$ cat config.mk
export PLATFORM = sky130hd
export DESIGN_NAME = round_trip_time_statistics_top
export DESIGN_NICKNAME = d
export VERILOG_FILES = /design/src/sv/rtts_pkg.sv /design/src/sv/round_trip_time_statistics_top.sv /design/src/sv/rtts_mul_div.sv
export SDC_FILE = /design/constraint.sdc
export NUM_CORES = 2
export LEC_CHECK = 0
export BUFFER_PORTS_ARGS = -buffer_cell sky130_fd_sc_hd__buf_2
export CAP_MARGIN = 10
export CORE_ASPECT_RATIO = 0.9
export CORE_MARGIN = 10
export CORE_UTILIZATION = 65
export CTS_CLUSTER_SIZE = 8
export DETAILED_ROUTE_END_ITERATION = 12
export PLACE_DENSITY = 0.85
export SYNTH_ARGS = -nofsm -noshare
export SYNTH_HDL_FRONTEND = slang
export SYNTH_SLANG_ARGS = --single-unit
$ cat constraint.sdc
create_clock -name clk -period 18.8 [get_ports clk]
set_input_delay 3.76 -clock clk [delete_from_list [all_inputs] [get_ports clk]]
set_output_delay 3.76 -clock clk [all_outputs]
set_load 0.02 [all_outputs]
$ cat src/sv/rtts_pkg.sv
`timescale 1ns / 1ps
`default_nettype none
// ----------------------------------------------------------------------------
// rtts_pkg
// Shared constants, types and helpers for the round-trip time statistics block.
// ----------------------------------------------------------------------------
package rtts_pkg;

    localparam int RTT_BITS       = 25;
    localparam int MEAN_FRAC_BITS = 8;
    localparam int COUNT_BITS     = 32;
    localparam int DEV_BITS       = 64;

    localparam int MEAN_BITS = RTT_BITS + MEAN_FRAC_BITS;
    localparam int PROD_BITS = 2 * MEAN_BITS;
    localparam int UNIT_BITS = (MEAN_BITS > COUNT_BITS) ? MEAN_BITS : COUNT_BITS;
    localparam int STEP_BITS = $clog2(UNIT_BITS);

    typedef enum logic [1:0] {
        MODE_CLEAR  = 2'd0,
        MODE_REPLY  = 2'd1,
        MODE_LOST   = 2'd2,
        MODE_UNUSED = 2'd3
    } mode_t;

    typedef enum logic [1:0] {
        ST_IDLE,
        ST_DIV,
        ST_MUL,
        ST_DONE
    } state_t;

    typedef enum logic {
        OP_DIV,
        OP_MUL
    } op_t;

    typedef struct packed {
        logic start;
        op_t  op;
    } unit_cmd_t;

    typedef struct packed {
        logic busy;
        logic done;
    } unit_sts_t;

    function automatic logic [COUNT_BITS-1:0] count_up(input logic [COUNT_BITS-1:0] c);
        return (&c) ? c : c + 1'b1;
    endfunction

endpackage
`default_nettype wire

$ cat src/sv/round_trip_time_statistics_top.sv
`timescale 1ns / 1ps
`default_nettype none
// Sequence: a reply with nonzero time goes through a divide and then a multiply on the
//   shared unit before its result is ready; clear, loss, zero-time reply and the unused
//   mode go straight to the result. One request at a time: in_ready is high only when idle,
//   and a finished result waits until the output register is free or taken on out_ready.
// Reset: asynchronous, active low; statistics return to their cleared values.
// ----------------------------------------------------------------------------
// round_trip_time_statistics_top
// Probe outcome statistics: counters, min/max/last, Welford mean and squared
// deviation sum, with one shared iterative divide/multiply unit.
// ----------------------------------------------------------------------------
module round_trip_time_statistics_top (
    input  wire logic                                clk,
    input  wire logic                                rst_n,
    input  wire logic                                in_valid,
    output logic                                     in_ready,
    input  wire logic [1:0]                          mode,
    input  wire logic [rtts_pkg::RTT_BITS-1:0]       rtt_us,
    output logic                                     out_valid,
    input  wire logic                                out_ready,
    output logic      [rtts_pkg::COUNT_BITS-1:0]     sent_count,
    output logic      [rtts_pkg::COUNT_BITS-1:0]     received_count,
    output logic      [rtts_pkg::COUNT_BITS-1:0]     lost_count,
    output logic      [rtts_pkg::RTT_BITS-1:0]       last_rtt_us,
    output logic      [rtts_pkg::RTT_BITS-1:0]       min_rtt_us,
    output logic      [rtts_pkg::RTT_BITS-1:0]       max_rtt_us,
    output logic      [rtts_pkg::MEAN_BITS-1:0]      mean_rtt_q8,
    output logic      [rtts_pkg::DEV_BITS-1:0]       sq_dev_sum
);

    localparam int CW = rtts_pkg::COUNT_BITS;
    localparam int RW = rtts_pkg::RTT_BITS;
    localparam int MW = rtts_pkg::MEAN_BITS;
    localparam int DW = rtts_pkg::DEV_BITS;
    localparam int UW = rtts_pkg::UNIT_BITS;

    rtts_pkg::state_t state_reg, state_next;

    logic [CW-1:0] sent_reg, sent_next;
    logic [CW-1:0] recv_reg, recv_next;
    logic [CW-1:0] lost_reg, lost_next;
    logic [RW-1:0] min_reg, min_next;
    logic [RW-1:0] max_reg, max_next;
    logic [RW-1:0] last_reg, last_next;
    logic [MW-1:0] mean_reg, mean_next;
    logic [DW-1:0] dev_reg, dev_next;
    logic          neg_reg, neg_next;
    logic [MW-1:0] m1_reg, m1_next;

    logic          out_valid_reg, out_valid_next;
    logic          out_load;
    logic [CW-1:0] sent_out_reg, recv_out_reg, lost_out_reg;
    logic [RW-1:0] last_out_reg, min_out_reg, max_out_reg;
    logic [MW-1:0] mean_out_reg;
    logic [DW-1:0] dev_out_reg;

    rtts_pkg::unit_cmd_t cmd;
    rtts_pkg::unit_sts_t sts;
    logic [UW-1:0]       opa, opb, res_lo, res_hi;

    logic            accept;
    logic [MW-1:0]   x_val;
    logic [CW-1:0]   recv_inc;
    logic [MW-1:0]   q_mag;
    logic [MW-1:0]   m2_val;
    logic [2*UW-1:0] prod;
    logic [DW-1:0]   term;
    logic [DW:0]     dev_sum;

    assign in_ready = (state_reg == rtts_pkg::ST_IDLE);
    assign accept   = in_valid && in_ready;
    assign x_val    = MW'(rtt_us) << rtts_pkg::MEAN_FRAC_BITS;
    assign recv_inc = rtts_pkg::count_up(recv_reg);
    assign q_mag    = res_lo[MW-1:0];
    assign m2_val   = m1_reg - q_mag;
    assign prod     = {res_hi, res_lo};
    assign term     = DW'(prod[rtts_pkg::PROD_BITS-1:2*rtts_pkg::MEAN_FRAC_BITS]);
    assign dev_sum  = {1'b0, dev_reg} + {1'b0, term};
    assign out_load = (state_reg == rtts_pkg::ST_DONE) && (!out_valid_reg || out_ready);

    always_comb
    begin
        state_next = state_reg;
        sent_next  = sent_reg;
        recv_next  = recv_reg;
        lost_next  = lost_reg;
        min_next   = min_reg;
        max_next   = max_reg;
        last_next  = last_reg;
        mean_next  = mean_reg;
        dev_next   = dev_reg;
        neg_next   = neg_reg;
        m1_next    = m1_reg;
        cmd        = '0;
        opa        = '0;
        opb        = '0;
        unique case (state_reg)
            rtts_pkg::ST_IDLE:
            begin
                if (accept)
                begin
                    state_next = rtts_pkg::ST_DONE;
                    unique case (rtts_pkg::mode_t'(mode))
                        rtts_pkg::MODE_CLEAR:
                        begin
                            sent_next = '0;
                            recv_next = '0;
                            lost_next = '0;
                            min_next  = '1;
                            max_next  = '0;
                            last_next = '0;
                            mean_next = '0;
                            dev_next  = '0;
                        end
                        rtts_pkg::MODE_REPLY:
                        begin
                            if (rtt_us != '0)
                            begin
                                sent_next = rtts_pkg::count_up(sent_reg);
                                recv_next = recv_inc;
                                last_next = rtt_us;
                                if (rtt_us < min_reg)
                                    min_next = rtt_us;
                                if (rtt_us > max_reg)
                                    max_next = rtt_us;
                                neg_next   = (x_val < mean_reg);
                                m1_next    = neg_next ? (mean_reg - x_val) : (x_val - mean_reg);
                                cmd.start  = 1'b1;
                                cmd.op     = rtts_pkg::OP_DIV;
                                opa        = UW'(m1_next);
                                opb        = UW'(recv_inc);
                                state_next = rtts_pkg::ST_DIV;
                            end
                            else
                            begin
                                sent_next = rtts_pkg::count_up(sent_reg);
                                lost_next = rtts_pkg::count_up(lost_reg);
                                last_next = '0;
                            end
                        end
                        rtts_pkg::MODE_LOST:
                        begin
                            sent_next = rtts_pkg::count_up(sent_reg);
                            lost_next = rtts_pkg::count_up(lost_reg);
                            last_next = '0;
                        end
                        rtts_pkg::MODE_UNUSED:
                        begin
                            state_next = rtts_pkg::ST_DONE;
                        end
                        default:
                        begin
                            state_next = rtts_pkg::ST_DONE;
                        end
                    endcase
                end
            end
            rtts_pkg::ST_DIV:
            begin
                if (sts.done)
                begin
                    // quotient truncated toward zero: step by its magnitude toward x
                    mean_next  = neg_reg ? (mean_reg - q_mag) : (mean_reg + q_mag);
                    cmd.start  = 1'b1;
                    cmd.op     = rtts_pkg::OP_MUL;
                    opa        = UW'(m1_reg);
                    opb        = UW'(m2_val);
                    state_next = rtts_pkg::ST_MUL;
                end
            end
            rtts_pkg::ST_MUL:
            begin
                if (sts.done)
                begin
                    dev_next   = dev_sum[DW] ? '1 : dev_sum[DW-1:0];
                    state_next = rtts_pkg::ST_DONE;
                end
            end
            rtts_pkg::ST_DONE:
            begin
                if (out_load)
                    state_next = rtts_pkg::ST_IDLE;
            end
            default:
            begin
                state_next = rtts_pkg::ST_IDLE;
            end
        endcase
    end

    always_comb
    begin
        out_valid_next = out_valid_reg;
        if (out_load)
            out_valid_next = 1'b1;
        else if (out_ready)
            out_valid_next = 1'b0;
    end

    always_ff @(posedge clk or negedge rst_n)
    begin
        if (!rst_n)
        begin
            state_reg     <= rtts_pkg::ST_IDLE;
            out_valid_reg <= 1'b0;
            sent_reg      <= '0;
            recv_reg      <= '0;
            lost_reg      <= '0;
            min_reg       <= '1;
            max_reg       <= '0;
            last_reg      <= '0;
            mean_reg      <= '0;
            dev_reg       <= '0;
        end
        else
        begin
            state_reg     <= state_next;
            out_valid_reg <= out_valid_next;
            sent_reg      <= sent_next;
            recv_reg      <= recv_next;
            lost_reg      <= lost_next;
            min_reg       <= min_next;
            max_reg       <= max_next;
            last_reg      <= last_next;
            mean_reg      <= mean_next;
            dev_reg       <= dev_next;
        end
    end

    always_ff @(posedge clk)
    begin
        neg_reg <= neg_next;
        m1_reg  <= m1_next;
        if (out_load)
        begin
            sent_out_reg <= sent_reg;
            recv_out_reg <= recv_reg;
            lost_out_reg <= lost_reg;
            last_out_reg <= last_reg;
            min_out_reg  <= min_reg;
            max_out_reg  <= max_reg;
            mean_out_reg <= mean_reg;
            dev_out_reg  <= dev_reg;
        end
    end

    rtts_mul_div u_mul_div (
        .clk    (clk),
        .rst_n  (rst_n),
        .cmd    (cmd),
        .opa    (opa),
        .opb    (opb),
        .sts    (sts),
        .res_lo (res_lo),
        .res_hi (res_hi)
    );

    assign out_valid      = out_valid_reg;
    assign sent_count     = sent_out_reg;
    assign received_count = recv_out_reg;
    assign lost_count     = lost_out_reg;
    assign last_rtt_us    = last_out_reg;
    assign min_rtt_us     = min_out_reg;
    assign max_rtt_us     = max_out_reg;
    assign mean_rtt_q8    = mean_out_reg;
    assign sq_dev_sum     = dev_out_reg;

    a_unit_done_in_arith: assert property (@(posedge clk) disable iff (!rst_n)
        sts.done |-> (state_reg == rtts_pkg::ST_DIV || state_reg == rtts_pkg::ST_MUL))
        else $error("arith unit finished outside a divide or multiply phase");

    a_sent_balance: assert property (@(posedge clk) disable iff (!rst_n)
        !(&sent_reg) |-> ({1'b0, sent_reg} == {1'b0, recv_reg} + {1'b0, lost_reg}))
        else $error("sent count differs from received plus lost");

    a_min_le_max: assert property (@(posedge clk) disable iff (!rst_n)
        (recv_reg != '0) |-> (min_reg <= max_reg))
        else $error("minimum time above maximum time");

    a_empty_run: assert property (@(posedge clk) disable iff (!rst_n)
        (recv_reg == '0) |-> (mean_reg == '0 && dev_reg == '0))
        else $error("mean or deviation sum nonzero with no replies");

endmodule
`default_nettype wire

$ cat src/sv/rtts_mul_div.sv
`timescale 1ns / 1ps
`default_nettype none
// ----------------------------------------------------------------------------
// rtts_mul_div
// Iterative unsigned divide / multiply, one bit per cycle through one adder.
// Divide: quotient in res_lo. Multiply: product in {res_hi, res_lo}.
// ----------------------------------------------------------------------------
module rtts_mul_div (
    input  wire logic                               clk,
    input  wire logic                               rst_n,
    input  wire rtts_pkg::unit_cmd_t                cmd,
    input  wire logic [rtts_pkg::UNIT_BITS-1:0]     opa,
    input  wire logic [rtts_pkg::UNIT_BITS-1:0]     opb,
    output rtts_pkg::unit_sts_t                     sts,
    output logic      [rtts_pkg::UNIT_BITS-1:0]     res_lo,
    output logic      [rtts_pkg::UNIT_BITS-1:0]     res_hi
);

    localparam int UW = rtts_pkg::UNIT_BITS;

    logic [UW-1:0]                  a_reg, a_next;
    logic [UW-1:0]                  b_reg, b_next;
    logic [UW-1:0]                  acc_reg, acc_next;
    logic [rtts_pkg::STEP_BITS-1:0] cnt_reg, cnt_next;
    logic                           busy_reg, busy_next;
    logic                           done_reg, done_next;
    rtts_pkg::op_t                  op_reg, op_next;

    logic [UW+1:0] add_x, add_y, add_s;
    logic          add_sub;

    always_comb
    begin
        add_sub = (op_reg == rtts_pkg::OP_DIV);
        if (add_sub)
        begin
            add_x = {1'b0, acc_reg, a_reg[UW-1]};
            add_y = {2'b00, b_reg};
        end
        else
        begin
            add_x = {2'b00, acc_reg};
            add_y = a_reg[0] ? {2'b00, b_reg} : '0;
        end
        add_s = add_x + (add_sub ? ~add_y : add_y) + {{(UW+1){1'b0}}, add_sub};
    end

    always_comb
    begin
        a_next    = a_reg;
        b_next    = b_reg;
        acc_next  = acc_reg;
        cnt_next  = cnt_reg;
        busy_next = busy_reg;
        done_next = 1'b0;
        op_next   = op_reg;
        if (cmd.start)
        begin
            a_next    = opa;
            b_next    = opb;
            acc_next  = '0;
            cnt_next  = rtts_pkg::STEP_BITS'(UW - 1);
            busy_next = 1'b1;
            op_next   = cmd.op;
        end
        else if (busy_reg)
        begin
            if (op_reg == rtts_pkg::OP_DIV)
            begin
                // restoring step: keep the difference when it did not borrow
                acc_next = add_s[UW+1] ? {acc_reg[UW-2:0], a_reg[UW-1]} : add_s[UW-1:0];
                a_next   = {a_reg[UW-2:0], ~add_s[UW+1]};
            end
            else
            begin
                acc_next = add_s[UW:1];
                a_next   = {add_s[0], a_reg[UW-1:1]};
            end
            cnt_next = cnt_reg - 1'b1;
            if (cnt_reg == '0)
            begin
                busy_next = 1'b0;
                done_next = 1'b1;
            end
        end
    end

    always_ff @(posedge clk or negedge rst_n)
    begin
        if (!rst_n)
        begin
            busy_reg <= 1'b0;
            done_reg <= 1'b0;
            cnt_reg  <= '0;
            op_reg   <= rtts_pkg::OP_DIV;
        end
        else
        begin
            busy_reg <= busy_next;
            done_reg <= done_next;
            cnt_reg  <= cnt_next;
            op_reg   <= op_next;
        end
    end

    always_ff @(posedge clk)
    begin
        a_reg   <= a_next;
        b_reg   <= b_next;
        acc_reg <= acc_next;
    end

    assign sts.busy = busy_reg;
    assign sts.done = done_reg;
    assign res_lo   = a_reg;
    assign res_hi   = acc_reg;

endmodule
`default_nettype wire

Yosys cells after proc, flatten, opt, wreduce, memory -nomap -nowiden. Cells that the tools add are included.

Add/sub/neg operators: 12. Order comparisons: 3. Eq/ne operators: 15. Multiplexer cells: 68. Bitwise logic cells: 3. Reduce and logical (&&, ||, !) cells: 31.

Operator list (count): two-way mux 33 bit (16); two-way mux 32 bit (8); two-way mux 64 bit (4); case mux 33 bit (2 select lines) (3); case mux 25 bit (2 select lines) (3); subtractor 33 bit (4); case mux 32 bit (2 select lines) (2); case mux 64 bit (2 select lines) (1); two-way mux 25 bit (5); adder 32 x 1 -> 32 bit (second input constant) (3); case mux 32 bit (3 select lines) (1); AND reduction 32 bit (3); two-way mux 35 bit (2); adder 64 x 50 -> 65 bit (1); adder 34 x 35 -> 35 bit (1); adder 35 x 1 -> 35 bit (1); inverter 35 bit (1); two-way mux 34 bit (1); adder 33 bit (1); < comparator 33 bit (1); AND reduction 4 bit (7); > comparator 25 bit (1); < comparator 25 bit (1); nonzero test 25 bit (1); 21 further kinds (60).

Register bits: 681. Output and inout bits: 270. Word-level logic and storage cells: 159.

Longest topological paths before layout.
Depth after elaboration: 10. Gate-level depth with buffers: 19. Depth with buffers taken out: 19.

Hierarchy. Synthesis repeated with hierarchy kept, for this count alone.

Cells, all modules: 4113. Area total of the unflattened synthesis: 40869.2 sq um.

By module, submodules not included: round_trip_time_statistics_top (instances 1, cells each 3320, area an instance 33589.7 sq um, seq. area each 15881.5 sq um); rtts_mul_div (instances 1, cells each 793, area an instance 7279.5 sq um, seq. area each 2867.8 sq um).

Least setup slack after synthesis. No wires, ideal clock.

Path type: input -> register. Start: input out_ready. End: register last_out_reg[0] (netlist: last_rtt_us[0]), enable pin. Library setup time: 663 ps. Data arrival time: 9974 ps. Required time: 18137 ps. Slack: 8163 ps. Stages: 2. Buffers on the path: 0. Path through: nand2b_1 and2_1.

Word-level cells in the longest chain between the ends: 2.

Ends and longest elaborated chain: start: declaration (RTL line round_trip_time_statistics_top.sv:21) `input wire logic out_ready,`; logical OR 1 bit (RTL line round_trip_time_statistics_top.sv:80) `assign out_load = (state_reg == rtts_pkg::ST_DONE) && (!out_valid_reg || out_ready);`; logical AND 1 bit (RTL line round_trip_time_statistics_top.sv:80); net out_load (RTL line round_trip_time_statistics_top.sv:52) `logic out_load;`; end signal: assignment (RTL line round_trip_time_statistics_top.sv:240) `last_out_reg <= last_reg;`; end: declaration (RTL line round_trip_time_statistics_top.sv:54) `logic [RW-1:0] last_out_reg, min_out_reg, max_out_reg;`.

The timed path passes the listed nets, and every way through them passes these cells. A chain may end at the register's enable or synchronous reset.

Worst setup path after layout.
Start: input mode[1]. End: register u_mul_div.a_reg[12] (netlist: u_mul_div.res_lo[12]), data pin.

Word-level cells in the longest chain between the ends: 5.

Ends and longest elaborated chain: start: declaration (RTL line round_trip_time_statistics_top.sv:18) `input wire logic [1:0] mode,`; equality test 2 x 1 -> 1 bit (*) (RTL line round_trip_time_statistics_top.sv:104) `unique case (rtts_pkg::mode_t'(mode))`; two-way mux 33 bit / two-way mux 2 bit (equally long branches) (RTL line round_trip_time_statistics_top.sv:104); two-way mux 33 bit / two-way mux 2 bit (equally long branches) (RTL line round_trip_time_statistics_top.sv:101) `if (accept)`; case mux 33 bit (2 select lines) / case mux 2 bit (2 select lines) (equally long branches) (RTL line round_trip_time_statistics_top.sv:98) `unique case (state_reg)`; two-way mux 33 bit (*) (RTL line rtts_mul_div.sv:57) `if (cmd.start)`; net u_mul_div.a_next[12] (RTL line rtts_mul_div.sv:21) `logic [UW-1:0] a_reg, a_next;`; end signal: assignment (RTL line rtts_mul_div.sv:108) `a_reg <= a_next;`; end: declaration (RTL line rtts_mul_div.sv:21).

The timed path passes the listed nets; every way through them passes the cells marked *.

==> out/results.txt <==
Most used routing layer = met2
DP HPWL = 78.28 mm
Die Height = 255.1 um
Setup Fix Bufs, Post-CTS = 0
Vias in the first global route = 31.58k
Post-Syn Nets = 4316
Crit path launch type = input pin
CP Max Fanout = 97
Worst slack at placement = 10.52 ns
Final TNS setup = 0 ns
Longest Clk Path Bufs = 3
Top post-synthesis cells by area = edfxtp_1 28%, dfrtp_1 16%, ha_1 8.1%
Yosys top cell area share = 27.69%
Grt ovf = 0
Least-Margin Pin Slew = 1.330 ns
Reg2Reg Setup Slack = 13.13 ns
RSZ-0062 raised after global routing = no
First-pass GRT wire length = 173.9 mm
Period utilization = 40.95%
Fin. Hold Viols = 0
Initial DRC count = 3971
Cell with the most instances after synthesis = nand2_1
CTS tree = done
Area leader, netlist = edfxtp_1
1st-pass router iterations = 8
Syn_area_per_cell = 9.927 sq um
Nets = 4560
Worst Path Buf+Inv = 9
IO buf count = 300
Rel. slew slack = 11.03%
Final setup viols = 0
Via count = 33.02k
Row count = 86
Tot GR Track Use = 30.23%
Crit Path Class = in2reg
CP top delay family = buffers and inverters
CP required = 19.19 ns
CTS sink cnt = 681
Placed Cells = 4960
Antenna-violating nets left = 0
Slew Limit Fails = 0
Crit path top cell by count = buf_4
Hold Path Class = reg2reg
DRT Wirelength = 110.6 mm
GRT met2 Usage = 47.40%
Worst skew pair latency = 0.67 ns
I/O Pins = 301
Syn-to-layout area delta = 12.37%
Finished Layout Cells = 5141
Skew final = 0.02695 ns
CTS buffer count = 95
Synth Flop Type = edfxtp_1
Cts hold-fix bufs = 0
Total core area = 61010 sq um
GP Congestion = 0.9610
Mapped Cells = 4021
Max Cap Viol = 0
Overall die width = 281.2 um
Sequential fraction of the synthesis area = 46.97%
Hold slack = 0.4479 ns
Largest net degree at the start of global routing = 138
Max stage delay on crit path = 0.80 ns
Count of flip-flops with a built-in enable after synthesis = 368
Fraction of layout cells with a size suffix above 1 = 12.79%
Minimum clock period = 7.698 ns
Worst Path Arrival = 8.09 ns
Area of the mapped netlist = 39910 sq um
CTS H-tree depth = 3
Distinct cells, synth = 98
Post-synthesis sequential element count = 681
Met1 usage = 41.85%
Max frequency = 0.1299 GHz
Clock root buffer master = clkbuf_16
Post-CTS sizing = 0
Initial Utilization = 65.42%
Status = finished clean
LEAKAGE = 19.14 nW
Slowest cell on crit path = buf_4
DRC viols = 0
P per Cell Area = 192.8 nW/um^2
Synth async-reset ratio = 41.12%
WL/cell = 21.52 um
Antenna violations before repair = 2
Warnings from Yosys = 0
DIE AREA = 71730 sq um
CP Cell Sequence = buf_2 -> inv_1 -> ha_1 -> buf_4 -> o21ai_1 -> buf_4 -> or2_2 -> buf_4 -> inv_2 -> buf_4 -> nor2_1 -> inv_2 -> buf_4 -> nor2_1 -> a221o_1
GR Layer Usage met3 = 5.048%
Clock-pin slew on the worst setup and hold paths = 0.05 ns
Synth cell count leaders = 447 x nand2_1, 368 x edfxtp_1, 311 x o21ai_0
Vias per Instance = 6.423
Design Power = 0.008647 W
Worst vdd ir = 0.0001130 V
Worst setup EP type = flip-flop
Worst setup margin = 11.10 ns
final cells by class:
type / count / area, sq um
clock inverters: 7 / 176.4
clock buffers: 172 / 2676
well taps: 792 / 991.0
repair buffers: 332 / 1764
fillers: 4224 / 16160
diodes: 2 / 5.005
inverters: 214 / 803.3
multi-input cells: 2941 / 19680
flip-flops and latches: 681 / 18750
kinds of logic after synthesis:
family                   share of synthesized area, %
AND/OR/NAND/NOR                                 13.72
flip-flops                                      46.97
XOR/XNOR                                        5.771
adder cells (fa/ha/maj)                         8.370
AO/OA/AOI/OAI                                   19.31
multiplexers                                    1.994
buffers and inverters                           3.856
per-stage QoR:
stage,utilization [%],instance area [sq um]
floorplan,-,39910
global placement,68.83,41990
detailed placement,68.83,41990
CTS,73.51,44850
global route,73.51,44850
finish,73.51,44850
cell usage in the layout, fill, tap and decap left out, drive strengths merged, types with 24 or more instances in the layout:
cell type	n
a211oi	31
a21o	108
a21oi	229
a221o	37
a221oi	34
a22o	30
a31oi	47
and2	30
and3	52
buf	332
clkbuf	172
dfrtp	255
dfstp	25
dfxtp	33
edfxtp	368
ha	259
inv	215
mux2	36
mux2i	39
nand2	448
nand2b	28
nand3	78
nand4	58
nor2	266
nor2b	35
nor3	100
nor4	24
o21a	36
o21ai	330
o21bai	29
o221ai	44
o22ai	60
o31ai	34
xnor2	160
xor2	103
worst paths after layout:
kind | end | start | cells past startpoint
worst max register to register | mean_reg[31]$_DFFE_PN0P_ | u_mul_div.res_lo[0]$_DFFE_PP_ | 18
max in group asynchronous | recv_reg[31]$_DFFE_PN0P_ | rst_n | 2
worst min-delay path | last_rtt_us[18]$_DFFE_PP_ | last_reg[18]$_DFFE_PN0P_ | 0
worst min register to register | last_rtt_us[18]$_DFFE_PP_ | last_reg[18]$_DFFE_PN0P_ | 0
worst max-delay path | u_mul_div.res_lo[12]$_DFFE_PP_ | mode[1] | 15
min in group asynchronous | max_reg[8]$_DFFE_PN0P_ | rst_n | 1
power by group:
group	total, W	switching [W]	internal, W
sequential	0.00255	0.000418	0.00214
clock	0.00163	0.000664	0.000962
combinational	0.00447	0.00276	0.00170
total	0.00865	0.00384	0.00480
per-layer routing:
layer,part of all wire (%),vias up
li1,-,15338
met1,41,15763
met2,45,1674
met3,9.5,245
met4,3.6,0
met5,0,-
Power figures use the tool's default switching activity.
